===== src/design/gmcu_div.sv =====
`timescale 1ns / 1ps

// Restoring divider: 43-bit magnitude by an up-to-11-bit count, one bit a cycle.
module gmcu_div (
  input  logic        clk,
  input  logic        rst_n,
  input  logic        start,
  input  logic [42:0] dividend,
  input  logic [10:0] divisor,
  output logic        done,
  output logic [42:0] quotient
);
  logic [42:0] q_r;
  logic [11:0] rem_r;
  logic [5:0]  cnt_r;
  logic        busy_r;
  logic [11:0] trial;

  assign trial = {rem_r[10:0], q_r[42]};
  assign quotient = q_r;

  always_ff @(posedge clk) begin
    if (!rst_n) begin
      busy_r <= 1'b0;
      done   <= 1'b0;
      cnt_r  <= '0;
    end else begin
      done <= 1'b0;
      if (start) begin
        busy_r <= 1'b1;
        q_r    <= dividend;
        rem_r  <= '0;
        cnt_r  <= 6'd43;
      end else if (busy_r) begin
        if (trial >= {1'b0, divisor}) begin
          rem_r <= trial - {1'b0, divisor};
          q_r   <= {q_r[41:0], 1'b1};
        end else begin
          rem_r <= trial;
          q_r   <= {q_r[41:0], 1'b0};
        end
        cnt_r <= cnt_r - 6'd1;
        if (cnt_r == 6'd1) begin
          busy_r <= 1'b0;
          done   <= 1'b1;
        end
      end
    end
  end
endmodule


===== config.mk =====
export PLATFORM = sky130hd
export DESIGN_NAME = gmcu_div
export DESIGN_NICKNAME = d
export VERILOG_FILES = /design/src/design/gmcu_div.sv
export SDC_FILE = /design/constraint.sdc
export NUM_CORES = 1
export LEC_CHECK = 0
export BUFFER_PORTS_ARGS = -buffer_cell sky130_fd_sc_hd__buf_2
export CORE_MARGIN = 8
export CORE_UTILIZATION = 55
export CTS_CLUSTER_SIZE = 16
export DETAILED_ROUTE_END_ITERATION = 7
export GPL_ROUTABILITY_DRIVEN = 0
export GPL_TIMING_DRIVEN = 1
export MAX_ROUTING_LAYER = met4
export PLACE_DENSITY = 0.85
export REMOVE_ABC_BUFFERS = 1
export SLEW_MARGIN = 25
export SYNTH_ARGS = -nofsm -noshare
export SYNTH_HDL_FRONTEND = slang
export SYNTH_SLANG_ARGS = --single-unit

===== constraint.sdc =====
create_clock -name clk -period 6.2 [get_ports clk]
set_clock_uncertainty 0.15 [all_clocks]
set_input_delay 1.24 -clock clk [delete_from_list [all_inputs] [get_ports clk]]
set_output_delay 1.24 -clock clk [all_outputs]
set_load 0.01 [all_outputs]

# [Yosys cells after proc, flatten, opt, wreduce, memory -nomap -nowiden]
# Index checks and enable logic that the tools add are counted.
[word_totals] register_bits=62 out_inout_bits=44
[op_classes] reduce_logical=4 muxes=11 n_lt_le_gt_ge=1 add_sub_neg=2 n_bitwise=2 eq_ne=1
[op_table] cell="$mux W43" count=2
[op_table] cell="$mux W11" count=2
[op_table] cell="$ge A12 B11 Y1" count=1
[op_table] cell="$mux W6" count=2
[op_table] cell="$sub A11 B11 Y11" count=1
[op_table] cell="$eq A6 B1 Y1 const B" count=1
[op_table] cell="$sub A6 B1 Y6 const B" count=1
[op_table] cell="$mux W1" count=5
[op_table] cell="$reduce_or A3 Y1" count=1
[op_table] cell="$not A1 Y1" count=2
[op_table] cell="$reduce_and A2 Y1" count=1
[op_table] cell="$reduce_bool A2 Y1" count=1
[op_table] cell="$reduce_or A2 Y1" count=1

# [Depth between registers and ports, before layout]
# Gate-level depths: netlist (run 1).
[logic_depth] word_depth=4 depth_mapped=10 mapped_depth_nobuf=9

# [Worst setup path before layout (run 1)]
# OpenSTA, ideal clock, no wires.
[synth_path] kind="input port to flip-flop" start="input start" end="register q_r[0], in the netlist quotient[0], enable pin" n_path_buf=2 setup_ns=0.408 arrival_ns=2.899 required_time_ns=5.642 path_slack_ns=2.743 cell_stages=4 cell_sequence="buf_2 -> buf_1 -> o21ai_0 -> inv_1"
[synth_via] elab_chain_len=2
[synth_lines] element="start: declaration" line="7" source="input logic start,"
[synth_lines] element="$reduce_bool A2 Y1 (no source line)"
[synth_lines] element="$reduce_and A2 Y1 (no source line)"
[synth_lines] element="end signal: assignment" line="31" source="q_r <= dividend;"
[synth_lines] element="end signal: assignment" line="37" source="q_r <= {q_r[41:0], 1'b1};"
[synth_lines] element="end signal: assignment" line="40" source="q_r <= {q_r[41:0], 1'b0};"
[synth_lines] element="end: declaration" line="13" source="logic [42:0] q_r;"
# Every way passes these cells.
# A chain may end at the register's enable or synchronous reset.

# [Worst setup path after layout (run 1)]
[layout_path] start="input divisor[5]" end="register rem_r[10], data pin"
[layout_via] elab_chain_len=3 word_cells_on_any_way=4 cone_classes="add/sub (1); order compare (1); mux (2)"
[layout_lines] element="start: declaration" line="9" source="input logic [10:0] divisor,"
[layout_lines] element="$sub A11 B11 Y11 or $ge A12 B11 Y1 (tied branches)" line="36, 35"
[layout_lines] element="$mux W11 (*)" line="35" source="if (trial >= {1'b0, divisor}) begin"
[layout_lines] element="$mux W11 (*)" line="34" source="end else if (busy_r) begin"
[layout_lines] element="end signal: assignment" line="36" source="rem_r <= trial - {1'b0, divisor};"
[layout_lines] element="end signal: assignment" line="39" source="rem_r <= trial;"
[layout_lines] element="end: declaration" line="14" source="logic [11:0] rem_r;"
# Mark *: on every way between the ends. The rest lies on a longest branch, timed or not. The select of a mux whose other input is x is not followed.

==> results of run 1 <==
==> final timing paths <==
check / from / endpoint / slack (ns) / cells past startpoint
setup / recovery: divisor[5] / rem_r[10]$_SDFFCE_PP0P_ / 3.00 / 9
setup reg to reg: quotient[42]$_DFFE_PP_ / rem_r[10]$_SDFFCE_PP0P_ / 3.65 / 9
hold / removal: busy_r$_SDFF_PN0_ / done$_SDFF_PP0_ / 0.39 / 2
hold reg to reg: busy_r$_SDFF_PN0_ / done$_SDFF_PP0_ / 0.39 / 2
==> power breakdown <==
group | internal [µW] | switching, µW
clock network | 169 | 146
logic | 107 | 116
registers | 496 | 17.7
total | 772 | 280
==> flip-flops by register name (all words and copies together) (netlist names) <==
name,flops
quotient,43
rem_r,11
cnt_r,6
busy_r,1
done,1
==> cell families after synthesis <==
kind of cell / share of synthesized area [%]
AO/OA/AOI/OAI: 9.18
XOR/XNOR: 3.00
adder cells (fa/ha/maj): 5.68
buffers and inverters: 3.54
flip-flops: 55.4
multiplexers: 17.0
AND/OR/NAND/NOR: 6.23
==> metrics by stage <==
stage / hold WS (ns) / instance area, µm² / std cells / total power (µW) / setup WS [ns]
global placement: 0.367 / 3780 / 411 / 740 / 2.69
detailed placement: 0.374 / 3780 / 411 / 745 / 2.67
CTS: 0.400 / 3960 / 427 / 1060 / 3.02
floorplan: 0.333 / 3180 / 235 / 674 / 2.91
finish: 0.390 / 3960 / 427 / 1050 / 3.00
global route: 0.433 / 3960 / 427 / 1100 / 2.93
==> final cells by class <==
| type | count | area [µm²] | area share, % |
|---|---|---|---|
| clock buffer | 13 | 160 | 4.04 |
| clock inverter | 3 | 16.3 | 0.411 |
| inverter | 21 | 81.3 | 2.05 |
| multi-input combinational | 152 | 1320 | 33.3 |
| sequential | 62 | 1780 | 45.0 |
| tap | 75 | 93.8 | 2.37 |
| timing repair buffer | 101 | 508 | 12.8 |
==> worst max-delay path, stage by stage <==
cell     delay [ns]
buf_2          0.09
inv_1          0.04
ha_1           0.36
a21o_1         0.21
nor3_2         0.23
a21oi_4        0.11
o21ai_4        0.43
nor2_1         0.15
a32o_1         0.27
==> cells in the final DEF, fill, tap and decap left out, drive strengths merged, types with 2 or more instances in the layout <==
master,instances
dfxtp,8
inv,22
mux2i,5
clkbuf,13
clkinv,2
o21a,4
a21oi,6
nand2,8
nand2b,2
o21ai,8
xnor2,9
a21o,4
nor2b,4
edfxtp,54
nand4,2
nor2,16
o211ai,2
buf,101
nand3,2
nor3,6
xor2,2
ha,13
mux2,44
a21boi,4
==> routing by layer <==
| metal | global-route usage (%) | up-vias | wire [µm] |
|---|---|---|---|
| met1 | 18.7 | 1072 | 3000 |
| met4 | 5.10 | 0 | 67 |
| met2 | 25.8 | 85 | 3150 |
| li1 | - | 1100 | - |
| met3 | 7.04 | 4 | 513 |
| met5 | - | - | 0 |
==> results_dict.tcl, run 1 <==
set metrics [dict create \
    cp.arrival_ns 3.13 \
    max_slew.worst_pin.slew_ns 0.668 \
    critPathCaptureType "flop" \
    start_util_pct 55.6 \
    cts-htree-levels 3 \
    die_x_um 92.5 \
    max_slew_margin_pct 55.5 \
    synth_area_leader_cell "edfxtp_1" \
    yosysWarnings 0 \
    die_h_um 92.5 \
    core_um2 5780 \
    grt_overflow 0 \
    syn-cell-area_um2 3220 \
    worstPathMaxFanout 14 \
    cts_hold_buf 0 \
    drt_first_pass_iters 5 \
    fmax_mhz 313 \
    num_antenna_cells 0 \
    cts_tree "yes" \
    drc 0 \
    p_per_area_nw_per_um2 266 \
    finalCritPeriodShare_pct 51.6 \
    fin_crit_ns 3.20 \
    outcome "finished clean" \
    ys_seq_area_share_pct 55.4 \
    finalCoreUtilization_pct 68.5 \
    root_buffer "clkbuf_8" \
    final-hold-violation-count 0 \
    min_path_type "reg -> reg" \
    required_ns 6.13 \
    drtIter0Drc 80 \
    clk-insertion-delay-late_ns 0.33 \
    grt_pass1_vias 2429 \
    ys.flop_type "edfxtp_1" \
    ir_drop_v 0.000177 \
    post_cts_buffers 0 \
    netlist_instances 242 \
    vias 2261 \
    leakage_uw 0.00168 \
    finalWirelength_um 6730 \
    grt.total_usage_pct 16.5 \
    yosysUniqueCellTypes 41 \
    maxSlewViolCount 0 \
    startpoint_type "input port" \
    path_class "in -> reg" \
    num-fill-cells 420 \
    grt_max_degree 58 \
    nets 418 \
    clock_tree.buffer_depth 2 \
    area_delta_synth_final_pct 23.2 \
    boundaryPins 101 \
    ys_ff_latch 62 \
    port_buffers 100 \
    finalSetupViolCount 0 \
    wl_per_cell_um 15.8 \
    synthArstFlopShare_pct 0 \
    max-cap-violations 0 \
    yosysMostFrequentCell "edfxtp_1" \
    syn_avg_cell_area_um2 13.3 \
    synth-edff-count 54 \
    cts-resized-gates 0 \
    clk_pin_slew_ns 0.07 \
    die-area_um2 8550 \
    drive_gt1_share_pct 46.9 \
    synthTopCellsByCount "54 x edfxtp_1, 44 x mux2_2, 21 x inv_1, 16 x nor2_1, 13 x ha_1" \
    ant_nets 0 \
    via_per_inst 5.30 \
    row_count 28 \
    grt_pass1_wl_um 10900 \
    rsz0062_at_grt "false" \
    numClockSinks 62 \
    cts_buffers 9 \
    dp_hpwl_um 4930 \
    tns_ns 0 \
    synth_area_leaders "edfxtp_1 50%, mux2_2 15%, ha_1 5.1%" \
    antenna_found_initial 0 \
    netlist.area_leader.share_pct 50.4 \
]
Note: power is estimated with default switching activity, not from simulation.
==> inputs of run 2 (changes only) <==
ABC_AREA = 1   (was not set)
CORE_UTILIZATION = 52   (was 55)
PLACE_DENSITY = 0.8   (was 0.85)
clock period = 3 ns   (was 6.2 ns; I/O delays follow)
==> results_dict.tcl, run 2 <==
set metrics [dict create \
    outcome "finished clean" \
    max_slew.worst_pin.slew_ns 0.689 \
    cts_tree "yes" \
    timing.hold.ws_ns 0.337 \
    leakage_uw 0.00227 \
    maxSlewViolCount 0 \
    area_delta_synth_final_pct 22.8 \
    via_per_inst 4.93 \
    num-fill-cells 572 \
    rsz0062_at_grt "false" \
    clk-insertion-delay-late_ns 0.33 \
    core_um2 6680 \
    finalSetupViolCount 0 \
    clk_pin_slew_ns 0.07 \
    antenna_found_initial 0 \
    finalWirelength_um 8310 \
    ant_nets 0 \
    crit_slowest_cell "nor2_2" \
    crit_start "quotient[42]$_DFFE_PP_" \
    synth_area_leader_cell "edfxtp_1" \
    synth_compound_area_share_pct 2.30 \
    num_antenna_cells 0 \
    netlist_instances 439 \
    yosysMostFrequentCell "nand2_1" \
    muxShareOfSynthArea_pct 0 \
    critical_path.max_stage_delay_ns 0.53 \
    drive_gt1_share_pct 26.0 \
    critPathTopFamily "simple AND/OR/NAND/NOR gates" \
    min_path_type "reg -> reg" \
    fin_crit_ns 2.39 \
    yosys.area_share.simple_pct 32.5 \
    grt_max_degree 47 \
    path_class "reg -> reg" \
    yosysWarnings 0 \
    startpoint_type "flop" \
    reg2reg_from "quotient[42]$_DFFE_PP_" \
    cts-resized-gates 0 \
    grt_pass1_wl_um 14000 \
    synth-edff-count 54 \
    cp_common_cell "nand3_2" \
    netlist.area_leader.share_pct 45.9 \
    grt.total_usage_pct 18.2 \
    vias 3091 \
    worst_r2r_endpoint "rem_r[10]$_SDFFCE_PP0P_" \
    ys.flop_type "edfxtp_1" \
    fmax_mhz 419 \
    die_h_um 98.4 \
    cp.depth 11 \
    syn-cell-area_um2 3530 \
    drt_first_pass_iters 4 \
    ys_seq_area_share_pct 50.4 \
    layout_commonest_cell "nand2_1" \
    synth_top_family_by_area "simple AND/OR/NAND/NOR gates" \
    dp_hpwl_um 6290 \
    numClockSinks 62 \
    worst_r2r_path_depth 11 \
    endpoint "rem_r[10]$_SDFFCE_PP0P_" \
    port_buffers 100 \
    required_ns 3.03 \
    cts-htree-levels 3 \
    die_x_um 98.4 \
    synthAdderAreaFrac_pct 5.17 \
    wl_per_cell_um 13.3 \
    finalCritPeriodShare_pct 79.6 \
    syn_avg_cell_area_um2 8.05 \
    worstPathBufferInverterCount 2 \
    crit_chain "inv_1, ha_1, fa_1, inv_1, nand3_1, nand3_2, nand3_2, nand3_2, nor2_2, nor2_1, nor2_1" \
    cts_buffers 9 \
    row_count 30 \
    worstPathMaxFanout 12 \
    start_util_pct 52.9 \
    cts_hold_buf 0 \
    drtIter0Drc 195 \
    max_slew_margin_pct 54.0 \
    nets 613 \
    grt_overflow 0 \
    synthArstFlopShare_pct 0 \
    finalNonFillerCells 627 \
    cp.arrival_ns 2.42 \
    largest_register_ffs 43 \
    boundaryPins 101 \
    dp.cells 611 \
    root_buffer "clkbuf_8" \
    synthTopCellsByCount "195 x nand2_1, 59 x inv_1, 54 x edfxtp_1, 28 x nor2_1" \
    drc 0 \
    final-hold-violation-count 0 \
    synth_area_leaders "edfxtp_1 46%, nand2_1 21%, inv_1 6.3%" \
    ir_drop_v 0.000307 \
    p_per_area_nw_per_um2 537 \
    grt_pass1_vias 3115 \
    post_cts_buffers 0 \
    critPathCaptureType "flop" \
    r2r_slack_ns 0.61 \
    die-area_um2 9690 \
    ys_ff_latch 62 \
    clock_tree.buffer_depth 2 \
    max-cap-violations 0 \
    synth_xor_area_share_pct 0.992 \
    final_cell_mix "195 x nand2_1, 100 x buf_2, 59 x inv_1" \
    yosysUniqueCellTypes 29 \
]
run 2: cell types whose count changed in the layout (fill, tap and decap cells not counted), moves of 7 or more:
| cell | delta |
|---|---|
| nand4_1 | +11 |
| mux2_2 | -44 |
| nor2_2 | +11 |
| nand3_1 | +10 |
| xnor2_1 | -7 |
| inv_1 | +39 |
| nor2_1 | +11 |
| nand2_1 | +187 |
run 2: how the worst min path moves through the flow:
| stage | startpoint | endpoint | slack [ns] | cells after the start |
|---|---|---|---|---|
| after floorplan | busy_r$_SDFF_PN0_ | done$_SDFF_PP0_ | 0.29 | 2 |
| after global placement | busy_r$_SDFF_PN0_ | done$_SDFF_PP0_ | 0.31 | 2 |
| after detailed placement | busy_r$_SDFF_PN0_ | done$_SDFF_PP0_ | 0.31 | 2 |
| after CTS | busy_r$_SDFF_PN0_ | done$_SDFF_PP0_ | 0.33 | 2 |
| after global routing | dividend[37] | quotient[37]$_DFFE_PP_ | 0.38 | 3 |
| final | busy_r$_SDFF_PN0_ | done$_SDFF_PP0_ | 0.34 | 2 |
run 2: kinds of logic (layout without fill, tap and decap cells):
kind of cell | count (synthesis) | count (layout)
simple gates | 271 | 271
xor+xnor | 4 | 4
buf+inv | 74 | 182
compound gates | 14 | 14
fa+ha+maj | 14 | 14
flops | 62 | 62
run 2: worst reg2reg max path, stage by stage (launching register included):
cell and delay, ns:
edfxtp_1 0.38, inv_1 0.09, ha_1 0.18, fa_1 0.23, inv_1 0.08, nand3_1 0.08, nand3_2 0.12, nand3_2 0.10
nand3_2 0.06, nor2_2 0.53, nor2_1 0.11, nor2_1 0.13
run 2: power breakdown:
| group | switching (µW) | total, µW | leakage [µW] | internal [µW] |
|---|---|---|---|---|
| registers | 36.7 | 1060 | 0.000587 | 1020 |
| logic | 295 | 478 | 0.00157 | 183 |
| clock network | 305 | 793 | 0.000110 | 489 |
run 2: layout make-up:
type	count	area (µm²)	area share [%]
tap	80	100	2.31
clock inverter	4	70.1	1.61
multi-input combinational	303	1460	33.6
timing repair buffer	107	566	13.0
sequential	62	1780	41.0
inverter	59	221	5.10
clock buffer	12	145	3.34
run 2: layer usage:
metal	GRT usage, %	share of wire (%)
met2	27.4	46
met1	22.5	46
met4	8.15	1.4
met5	-	0
met3	4.79	7.2
run 2: metrics by stage:
stage / setup slack, ns / util, % / total power (µW) / setup TNS (ns) / instance area (µm²)
after floorplan: -0.554 / - / 1380 / -30.37 / 3450
after global placement: 0.507 / 61.7 / 1540 / 0 / 4130
after detailed placement: 0.391 / 61.7 / 1550 / 0 / 4130
after CTS: 0.590 / 65.0 / 2350 / 0 / 4340
after global routing: 0.285 / 65.0 / 2460 / 0 / 4340
final: 0.611 / 65.0 / 2330 / 0 / 4340
